--- src/hw/rtl/pcbp_pkg.sv ---
`default_nettype none
// ----------------------------------------------------------------------------
// pcbp_pkg
// Shared types and constants of the prefix code bit packer.
// ----------------------------------------------------------------------------
package pcbp_pkg;

    localparam int WORD_BITS = 32;  // width of the code word port
    localparam int LEN_W     = 6;   // width of a code length
    localparam int SYM_W     = 8;   // width of a symbol
    localparam int BYTE_W    = 8;   // width of an output byte
    localparam int CNT_W     = 3;   // width of the pending bit count
    localparam int PEND_W    = 7;   // width of the pending bit store

    // Item modes; the fourth code is unused and ignored
    typedef enum logic [1:0] {
        MODE_LOAD   = 2'd0,
        MODE_ENCODE = 2'd1,
        MODE_FLUSH  = 2'd2
    } mode_t;

    typedef enum logic [2:0] {
        ST_IDLE,
        ST_LOOKUP,
        ST_EMIT,
        ST_FLUSH_DATA,
        ST_FLUSH_END
    } state_t;

    // Commands from the sequencer to the byte shifter
    typedef struct packed {
        logic load;    // take pending bits plus the looked-up code
        logic step;    // drop the low byte
        logic settle;  // move the leftover bits back to the pending store
        logic clear;   // empty the pending store
    } pcbp_ctrl_t;

    // Status from the byte shifter to the sequencer
    typedef struct packed {
        logic                has_byte;    // eight or more bits gathered
        logic                final_byte;  // fewer than sixteen bits gathered
        logic [BYTE_W-1:0]   byte_data;
        logic [PEND_W-1:0]   pend_bits;
        logic [CNT_W-1:0]    pend_count;
    } pcbp_stat_t;

endpackage
`default_nettype wire

--- src/hw/rtl/pcbp_shift_unit.sv ---
`default_nettype none
// ----------------------------------------------------------------------------
// pcbp_shift_unit
// Bit accumulator and byte shifter; holds the pending bits between items.
// ----------------------------------------------------------------------------
module pcbp_shift_unit
    import pcbp_pkg::*;
#(
    parameter int CODE_W = 32
) (
    input  wire logic                  clk,
    input  wire logic                  rst_n,
    input  wire pcbp_ctrl_t            ctrl,
    input  wire logic [CODE_W-1:0]     code_word,
    input  wire logic [LEN_W-1:0]      code_len,
    output      pcbp_stat_t            stat
);

    localparam int ACC_W = CODE_W + PEND_W;

    logic [ACC_W-1:0]  acc_reg;
    logic [ACC_W-1:0]  acc_next;
    logic [LEN_W-1:0]  total_reg;
    logic [LEN_W-1:0]  total_next;
    logic [PEND_W-1:0] pend_bits_reg;
    logic [PEND_W-1:0] pend_bits_next;
    logic [CNT_W-1:0]  pend_count_reg;
    logic [CNT_W-1:0]  pend_count_next;

    always_comb
    begin
        acc_next        = acc_reg;
        total_next      = total_reg;
        pend_bits_next  = pend_bits_reg;
        pend_count_next = pend_count_reg;
        if (ctrl.load)
        begin
            // append the code above the pending bits
            acc_next   = ACC_W'(pend_bits_reg) | (ACC_W'(code_word) << pend_count_reg);
            total_next = LEN_W'(pend_count_reg) + code_len;
        end
        else if (ctrl.step)
        begin
            acc_next   = acc_reg >> BYTE_W;
            total_next = total_reg - LEN_W'(BYTE_W);
        end
        if (ctrl.settle)
        begin
            pend_bits_next  = acc_reg[PEND_W-1:0];
            pend_count_next = total_reg[CNT_W-1:0];
        end
        else if (ctrl.clear)
        begin
            pend_bits_next  = '0;
            pend_count_next = '0;
        end
    end

    always_ff @(posedge clk)
    begin
        acc_reg <= acc_next;
    end

    always_ff @(posedge clk or negedge rst_n)
    begin
        if (!rst_n)
        begin
            total_reg      <= '0;
            pend_bits_reg  <= '0;
            pend_count_reg <= '0;
        end
        else
        begin
            total_reg      <= total_next;
            pend_bits_reg  <= pend_bits_next;
            pend_count_reg <= pend_count_next;
        end
    end

    assign stat.has_byte   = (total_reg >= LEN_W'(BYTE_W));
    assign stat.final_byte = (total_reg < LEN_W'(2 * BYTE_W));
    assign stat.byte_data  = acc_reg[BYTE_W-1:0];
    assign stat.pend_bits  = pend_bits_reg;
    assign stat.pend_count = pend_count_reg;

endmodule
`default_nettype wire

--- config.mk ---
export PLATFORM = sky130hd
export DESIGN_NAME = pcbp_shift_unit
export DESIGN_NICKNAME = d
export VERILOG_FILES = /design/src/hw/rtl/pcbp_pkg.sv /design/src/hw/rtl/pcbp_shift_unit.sv
export SDC_FILE = /design/constraint.sdc
export NUM_CORES = 1
export LEC_CHECK = 0
export BUFFER_PORTS_ARGS = -buffer_cell sky130_fd_sc_hd__buf_2
export CORE_MARGIN = 8
export CORE_UTILIZATION = 55
export CTS_BUF_LIST = sky130_fd_sc_hd__clkbuf_4 sky130_fd_sc_hd__clkbuf_8 sky130_fd_sc_hd__clkbuf_16
export CTS_CLUSTER_DIAMETER = 60
export DETAILED_ROUTE_END_ITERATION = 10
export HOLD_SLACK_MARGIN = 0.05
export PLACE_DENSITY = 0.82
export RECOVER_POWER = 25
export REMOVE_ABC_BUFFERS = 1
export SYNTH_ARGS = -nofsm -noshare
export SYNTH_HDL_FRONTEND = slang
export SYNTH_SLANG_ARGS = --single-unit
--- constraint.sdc ---
create_clock -name clk -period 1.9 [get_ports clk]
set_input_delay 0.095 -clock clk [delete_from_list [all_inputs] [get_ports clk]]
set_output_delay 0.095 -clock clk [all_outputs]
set_load 0.03 [all_outputs]
Yosys cells after proc, flatten, opt, wreduce, memory -nomap -nowiden
Index checks and enable logic that the tools add are counted.
{"block": "word_totals", "regBits": 55, "inputBits": 44, "wordCells": 20}
{"block": "op_classes", "add_sub_neg": 2, "magnitude_cmp": 2, "shifts": 1, "n_mux": 8, "n_bitwise": 1, "reduce_logical": 2}
{"operator": "39-bit two-way mux", "n": 2}
{"operator": "7-bit by 39-bit OR with 39-bit output", "n": 1}
{"operator": "32-bit by 3-bit left shift with 39-bit output", "n": 1}
{"operator": "7-bit two-way mux", "n": 2}
{"operator": "6-bit two-way mux", "n": 2}
{"operator": "3-bit by 6-bit adder with 6-bit output", "n": 1}
{"operator": "6-bit by 4-bit >= comparator with 1-bit output, second input constant", "n": 1}
{"operator": "6-bit by 5-bit less-than comparator with 1-bit output, second input constant", "n": 1}
{"operator": "3-bit two-way mux", "n": 2}
{"operator": "6-bit by 4-bit subtractor with 6-bit output, second input constant", "n": 1}
{"operator": "2-bit nonzero test", "n": 2}

Longest topological paths before layout
Gate-level depths: netlist of run 1.
{"block": "depth", "depth_word": 3, "ltp_mapped": 6, "mapped_depth_nobuf": 6}

Worst setup path after synthesis of run 1
OpenSTA, ideal clock, no wires.
{"block": "synth_timing", "kind": "reg2reg", "from": "reg pend_count_reg[0]", "to": "reg acc_reg[33], data pin", "t_arrival_ns": 1.520, "required_ns": 1.645, "path_slack_ns": 0.125, "path_stages_with_launch": 6, "n_path_buf": 1, "period_less_slack_ns": 1.775, "path_cell_list": "dfrtp_1 -> buf_6 -> mux4_2 -> nand2_1 -> o21ai_0 -> and2_1"}
{"block": "synth_via", "elab_chain_cells": 3}
{"element": "from (decl)", "line_no": "pcbp_shift_unit.sv:27", "text": "logic [CNT_W-1:0] pend_count_reg;"}
{"element": "from (signal assigned)", "line_no": "pcbp_shift_unit.sv:76", "text": "pend_count_reg <= pend_count_next;"}
{"element": "32-bit by 3-bit left shift with 39-bit output", "line_no": "pcbp_shift_unit.sv:39", "text": "acc_next = ACC_W'(pend_bits_reg) | (ACC_W'(code_word) << pend_count_reg);"}
{"element": "7-bit by 39-bit OR with 39-bit output", "line_no": "pcbp_shift_unit.sv:39"}
{"element": "39-bit two-way mux", "line_no": "pcbp_shift_unit.sv:36", "text": "if (ctrl.load)"}
{"element": "to (signal assigned)", "line_no": "pcbp_shift_unit.sv:61", "text": "acc_reg <= acc_next;"}
{"element": "to (decl)", "line_no": "pcbp_shift_unit.sv:21", "text": "logic [ACC_W-1:0] acc_reg;"}
No other way between the ends.
A chain may end at the register's enable or synchronous reset.

Final worst setup path of run 1
{"block": "layout_timing", "from": "reg pend_count_reg[0]", "to": "reg acc_reg[13], data pin"}
{"block": "layout_via", "elab_chain_cells": 3}
{"element": "32-bit by 3-bit left shift with 39-bit output", "line_no": "pcbp_shift_unit.sv:39"}
{"element": "7-bit by 39-bit OR with 39-bit output", "line_no": "pcbp_shift_unit.sv:39"}
{"element": "39-bit two-way mux", "line_no": "pcbp_shift_unit.sv:36"}
{"element": "net acc_next[13]", "line_no": "pcbp_shift_unit.sv:22", "text": "logic [ACC_W-1:0] acc_next;"}
The timed path passes the listed nets, and every way through them passes these cells.

==> results of run 1 <==
## metal layers
metal,GRT usage,vias to the layer above,wire length [um]
li1,-,1279,-
met3,0.0320,8,527
met1,0.220,1213,3330
met5,0,-,0
met2,0.284,88,3480
met4,0.0448,0,87
## layout make-up
cell class / count / area, um^2
Inverter: 7 / 26.3
Timing Repair Buffer: 72 / 417
Clock inverter: 1 / 6.26
Fill cell: 531 / 2320
Tap cell: 77 / 96.3
Clock buffer: 7 / 119
Sequential cell: 55 / 1570
Multi-Input combinational cell: 235 / 1720
## worst min-delay path: cells and delay by family
kind,cells,cell delay [ps]
buffers and inverters,1,100
AOI/OAI and AO/OA,2,140
## power by group through the flow
stage,combinational (mW),clock (mW),sequential [mW]
floorplan,1.04,0,2.10
global placement,1.84,0,1.77
CTS,1.92,0.825,1.75
finish,1.91,0.813,1.75
detailed placement,1.90,0,1.78
global route,2.10,0.872,1.79
## kinds of logic (layout without fill, tap and decap cells)
| family | after synthesis | after routing | share of synthesized area |
|---|---|---|---|
| buffers and inverters | 40 | 87 | 0.0717 |
| adders and majority gates | 6 | 6 | 0.0233 |
| DFF | 55 | 55 | 0.444 |
| muxes | 87 | 87 | 0.258 |
| and+or+nand+nor | 77 | 77 | 0.0958 |
| xor gates and xnor gates | 5 | 5 | 0.0124 |
| AOI/OAI and AO/OA | 60 | 60 | 0.0954 |
## how the worst max path moves through the flow
| stage | startpoint | to | slack, ps |
|---|---|---|---|
| floorplan | pend_count_reg[0]$_DFFE_PN0P_ | acc_reg[33]$_SDFFCE_PN0N_ | -840 |
| global placement | pend_count_reg[0]$_DFFE_PN0P_ | acc_reg[12]$_DFFE_PN_ | 220 |
| detailed placement | pend_count_reg[0]$_DFFE_PN0P_ | acc_reg[13]$_DFFE_PN_ | 180 |
| CTS | total_reg[4]$_DFFE_PN0N_ | stat[19] | 0.2 |
| global route | pend_count_reg[0]$_DFFE_PN0P_ | acc_reg[13]$_DFFE_PN_ | 7 |
| finish | pend_count_reg[0]$_DFFE_PN0P_ | acc_reg[13]$_DFFE_PN_ | 160 |
## cells in the final DEF (no fill, tap or decap), types with 3 or more instances in the layout
cell type	count
a21oi_1	35
a31oi_1	4
buf_12	3
buf_2	52
buf_4	5
clkbuf_1	10
clkbuf_8	5
dfrtp_1	15
edfxtp_1	39
ha_1	5
inv_1	5
mux2_2	3
mux2i_1	81
mux4_2	3
nand2_1	19
nand2b_1	6
nor2_1	38
nor2b_1	3
o21ai_0	8
o31ai_1	5
xnor2_1	3
## timing repair
| action | CTS | global route |
|---|---|---|
| cloned | 0 | 0 |
| pin swaps | 0 | 0 |
| buffers inserted | 0 | 1 |
| endpoints found under the setup margin | 1 | 1 |
| resized for setup | 2 | 3 |
| endpoints found under the hold margin | 16 | 0 |
| hold buffers | 1 | 0 |
## per-stage QoR
stage	util	std cells
final	0.631	454
after floorplan	-	297
after CTS	0.630	453
after detailed placement	0.608	444
after global placement	0.608	444
after global routing	0.631	454
==> out/summary.md, run 1 <==
The run finished with clean final reports. By area the synthesized netlist is led by edfxtp_1 33%, mux2i_1 23%, dfrtp_1 11%, a21oi_1 4.9%, nor2_1 4.0%. Antenna diode count: 0.

The startpoint identified for the worst register-to-register timing path is pend_count_reg[0]$_DFFE_PN0P_. The register with the most flip-flops in the layout has 39 of them. A synthesized cell averages 10.7 um^2. During I/O placement, the number of pins put on the boundary was 64.

The starting density of the core was 0.564; the clock skew after layout was 5.69 ps. The maximum single-stage delay on the critical path came out at 400 ps. The floorplan row count came out at 29.

In this run the critical register-to-register path is captured at acc_reg[13]$_DFFE_PN_. Core footprint: 6280 um^2. The proportion of power drawn by combinational gates was 0.426. The run gives 0 as the final-report max-slew violation count. Buffers inserted during clock tree synthesis total 5. Static timing analysis puts the maximum clock frequency at 0.576 GHz.

For the remaining antenna violation count, the log shows 0. Setup repair after global routing left no endpoint under its margin. Summing every instance area after synthesis gives 3540 um^2.

The routability-driven placement congestion ratio was 0.863; the switching part of the total was 0.362. The HPWL after detailed placement is 5480 um. Among all stages on the critical path, the largest delay is contributed by dfrtp_2. After routing the design area is 3960 um^2. The tools report the via count of the first global-routing pass as 2672. Entering global routing, the biggest net connects 78 pins. The arrival time of data at the critical path endpoint is 1770 ps. Class of the tightest hold or removal check: in2reg. The number of buffers and inverters on the critical path is 2.

STA classifies the critical path startpoint as a flop. The run gives 2.85 mW as the internal power component. The type of element capturing the critical path is a flop.

TritonCTS built the clock tree. The share of the cycle needed by the critical path after routing works out to 0.914. The total iterations of the first detailed-routing run came out at 4. Number of I/O port buffers: 63.

In this run the power density over the cells is 1130 nW/um^2. Final critical path time including I/O delays and setup: 1740 ps. By count the netlist is led by 81 x mux2i_1, 39 x edfxtp_1, 38 x nor2_1. The layout net count was 426; the die height was 96.2 um. The maximum vdd ir drop is 0.749 mV. The die covers 9260 um^2.

The flop and latch count out of synthesis was 55; the first-pass GRT wire length was 12400 um. Slack of the worst reg-to-reg path: 160 ps. The design draws 4.47 mW. The worst setup path is of the reg2reg kind.

The total count of hold-check failures in the final report is 0, and the post-placement worst setup slack is 183 ps. The analysis attributes to cell leakage a power of 1.69 nW. Count of cells along the worst register-to-register path: 6. The post-synthesis sequential area ratio is 0.444. For the worst setup path, the data required time is 1930 ps. The number of cells on the worst hold path is 3. Counting along the longest clock path gives a buffer depth of 2. The clock-pin slew on the worst setup and hold paths was 100 ps; the slew at the pin with the worst max-slew slack was 932 ps.

In this run the cell area measured after placement is 3820 um^2. The fraction of layout cells with a size suffix above 1 is 0.215. For this run, the number of Yosys warnings is 0.

Sink of the worst hold path: total_reg[5]$_DFFE_PN0N_. Counting buffers and inverters, the worst setup path is 6 cells deep. In the final timing run, aggregate negative setup slack is 0 ps.

The number of vias in the routed layout is 2588, and the H-tree level count is 2. The run gives 0.170 as the aggregate global-route resource usage. For this design, the sink count on the clock tree is 55. The share of flip-flops with an asynchronous set or reset is 0.291, and the via count normalized by instance count is 5.70. The max-cap violation count was 0; the layout overhead on the synthesized area was 11.9%. The die is 96.2 um wide. In this run the worst path has a maximum fanout of 33.

For this run, the leading register cell type out of synthesis is edfxtp_1. Number of antenna violations at the first check in global routing: 0. The net switching component of the power was 1.62 mW. Among the stages of the critical path, the cell type that occurs most often is mux2i_1.

The number of cells produced by synthesis came out at 330. The routed length per instance is 16.3 um, and the headroom to the max-slew limit is 0.379. Yosys instantiated no cell more often than mux2i_1. For the worst-skew pair, the clock arrives at the later sink with an insertion delay of 310 ps. The routed design has 7420 um of wire. For the portion of total power attributed to the clock network, the log shows 0.182. Cell type contributing the most total cell area after synthesis: edfxtp_1.

After detailed routing, the number of remaining DRC violations is 0. Setup violations remaining at the end of the flow were counted as 0. The number of flops mapped to enable cells by yosys was 39; the sequential share of power was 0.392. In this run the clock root is driven by a clkbuf_8. The signal on the critical path passes through buf_12 > buf_4 > mux2i_1 > mux2i_1 > mux2i_1 > a21oi_1. The worst hold path begins at code_len[5]. Setup slack closes at 163 ps. Grouping stages by cell kind, the critical path spends the most delay in multiplexers. The number of different library cells used by synthesis comes to 39.

The detailed router finished its first iteration with 122 violations. Hold is met by 60.4 ps. The portion of synthesized cell area occupied by the leading cell type works out to 0.331. The total overflow left after global routing is 0.
Power figures use the tool's default switching activity.
==> inputs of run 2 (changes only) <==
Settings changed: CORE_MARGIN 8 to 2, REMOVE_ABC_BUFFERS 1 to unset.
==> run 2 against run 1 <==
Clock power shrank 18%; non-clock buffer count grew 3; clock skew grew 11 ps; critical endpoint is now acc_reg[27]$_DFFE_PN_; largest cell class unchanged; largest power group unchanged.
==> out/summary.md, run 2 (synthesized netlist as in run 1, its figures left out) <==
The design draws 4.38 mW. Most common cell after layout, fill and taps aside: mux2i_1. TritonCTS built the clock tree. After floorplanning, the core was divided into 29 placement rows. For the remaining antenna violation count, the log shows 0. The clock-pin slew on the worst setup and hold paths works out to 110 ps.

The number of antenna violations at the first check in global routing was 0; the routing usage on met2 was 0.385. The die covers 7100 um^2. The number of antenna diodes in the final layout is 0.

The tools report the routing usage on met3 as 0.0295. The total count of hold-check failures in the final report is 0. The run gives 0 as the final-report max-slew violation count. The category of the critical setup timing path was reg2reg.

Using the TritonRoute via totals, the vias-per-cell ratio works out to 5.73. Kind of cell adding the most delay to the critical path: multiplexers. The run gives 0.631 as the final core utilization. For the core footprint, the log shows 6280 um^2. The cell sitting at the root of the clock tree is a clkbuf_8. STA classifies the critical path startpoint as a flop. In this run the deepest clock path goes through 2 buffers. Setup repair after global routing left no endpoint under its margin. The clock reaches the later pin of the worst-skew pair after 310 ps.

At the end of the flow, the number of nets in the layout was 429. The area growth from synthesis to layout is 11.8%. For the pin with the worst max-slew slack, the measured transition is 962 ps. The fraction of layout cells with a size suffix above 1 was 0.224; the area of the multi-input gates was 1730 um^2. Across all register-to-register paths, the minimum setup slack is 110 ps. The aggregate global-route resource usage is 0.219.

After detailed routing, the average wire length per cell comes to 16.7 um. The tools report the standard cell area after detailed placement as 3830 um^2. Total of fill cells in the finished design: 534.

Entering global routing, the biggest net connects 78 pins. Walking the worst path, the cells encountered are buf_12 > buf_4 > mux2i_1 > mux2i_1 > mux2i_1 > a21oi_1. The final critical path time including I/O delays and setup came out at 1790 ps. In the routed design, unresolved DRC markers number 0.

The number of flip-flops in the largest register is 39, and the cell leakage power is 1.69 nW. The path class of the tightest hold or removal check is in2reg. The post-route setup TNS was 0 ps; the number of I/O port buffers was 63.

The via count of the first global-routing pass was 2599. STA classifies the critical path endpoint as a flop. Die height: 84.2 um. The share of the cycle needed by the critical path after routing is 0.944, and the total iterations of the first detailed-routing run is 5. The run gives 0.557 GHz as the achievable clock frequency. The highest-delay cell along the critical path is dfrtp_2. After the first detailed-routing iteration, the DRC count stood at 171. Largest fanout on the critical path: 29. Setup violations remaining at the end of the flow were counted as 0.

For this design the top-level I/O count stands at 64. The cell repeated most along the worst path is mux2i_1. The tools report the final design area excluding fillers as 3960 um^2. The detailed router placed 2617 vias in this run.

Starting density of the core: 0.564. The run finished with clean final reports. Across the VDD grid, the largest voltage drop is 0.588 mV. The clock tree synthesis step divided the H-tree into 2 levels. The power density normalized to cell area was 1110 nW/um^2; the HPWL after detailed placement was 5450 um.

The number of buffers and inverters on the critical path is 2. Data on the critical path arrives at its endpoint at 1830 ps. Peak-usage layer in the global routing report: met2. Clock skew on the completed layout was measured at 16.3 ps.

Measured along the x axis, the die boundary spans 84.2 um. The run gives 0 as the max-cap violation count. For the net count after synthesis, the log shows 380. STA puts the critical path data required time at 1930 ps. The met1 global-route usage is 0.291, and the headroom to the max-slew limit is 0.358.

TritonCTS created 5 clock buffers. The routed design has 7620 um of wire. At the end of routability-driven placement, the weighted congestion stood at 0.864.

The first-pass GRT wire length came out at 12600 um. For this design, the sink count on the clock tree is 55. Summed over all layers, the global routing overflow is 0.

The largest single stage delay on the critical path is 410 ps. In the layout the commonest cells are 79 x mux2i_1, 52 x buf_2, 39 x edfxtp_1. Area taken by flip-flops and latches: 1570 um^2. The tightest hold path in the finished design has a slack of 87.4 ps.
## run 2: cell types whose count changed in the layout (fill, tap and decap cells not counted), moves of 2 or more
| cell | delta |
|---|---|
| clkbuf_16 | -2 |
| mux2i_1 | -2 |
| buf_4 | +2 |
| mux2i_2 | +2 |
## run 2: cell type report
type / instances / area share
flip-flops and latches: 55 / 0.397
well taps: 77 / 0.0243
multi-input cells: 235 / 0.437
clock inverters: 2 / 0.00348
repair buffers: 75 / 0.112
inverters: 7 / 0.00664
clock buffers: 6 / 0.0193
## run 2: path summary, 6_finish.rpt
kind / to / startpoint / cells after the start
max: acc_reg[27]$_DFFE_PN_ / pend_count_reg[0]$_DFFE_PN0P_ / 6
min: pend_bits_reg[6]$_DFFE_PN0P_ / ctrl[0] / 2
max reg2reg: acc_reg[27]$_DFFE_PN_ / pend_count_reg[0]$_DFFE_PN0P_ / 6
min reg2reg: pend_bits_reg[4]$_DFFE_PN0P_ / acc_reg[4]$_DFFE_PN_ / 2
max in group asynchronous: pend_count_reg[0]$_DFFE_PN0P_ / rst_n / 2
min in group asynchronous: pend_bits_reg[2]$_DFFE_PN0P_ / rst_n / 2
## run 2: power breakdown
part	internal, mW	switching [mW]	total (mW)
Combinational	0.838	1.12	1.95
Clock	0.276	0.387	0.663
Sequential	1.62	0.149	1.77
## run 2: worst register-to-register path, delay by kind of cell (launching register included)
family / cells / cell delay, ps
muxes: 3 / 590
DFF: 1 / 410
AOI/OAI and AO/OA: 1 / 80
buffers and inverters: 2 / 430
## run 2: per-stage QoR
step | cells | setup WS (ps)
2_1_floorplan | 330 | 125
3_3_place_gp | 446 | 225
3_5_place_dp | 446 | 134
4_1_cts | 456 | 0.0953
5_1_grt | 457 | 8.20
6_report | 457 | 106
## run 2: repair_timing
action	in CTS	in global routing
setup endpoints to repair	1	2
resized for setup	2	5
hold buffers	2	0
setup buffers	0	1
hold endpoints to repair	17	0
## run 2: routing by layer
metal,part of all wire,wire length (um),vias to the layer above
met5,0,0,-
met4,0.0083,63,0
met3,0.042,321,6
met2,0.51,3910,69
met1,0.44,3320,1267
li1,-,-,1275
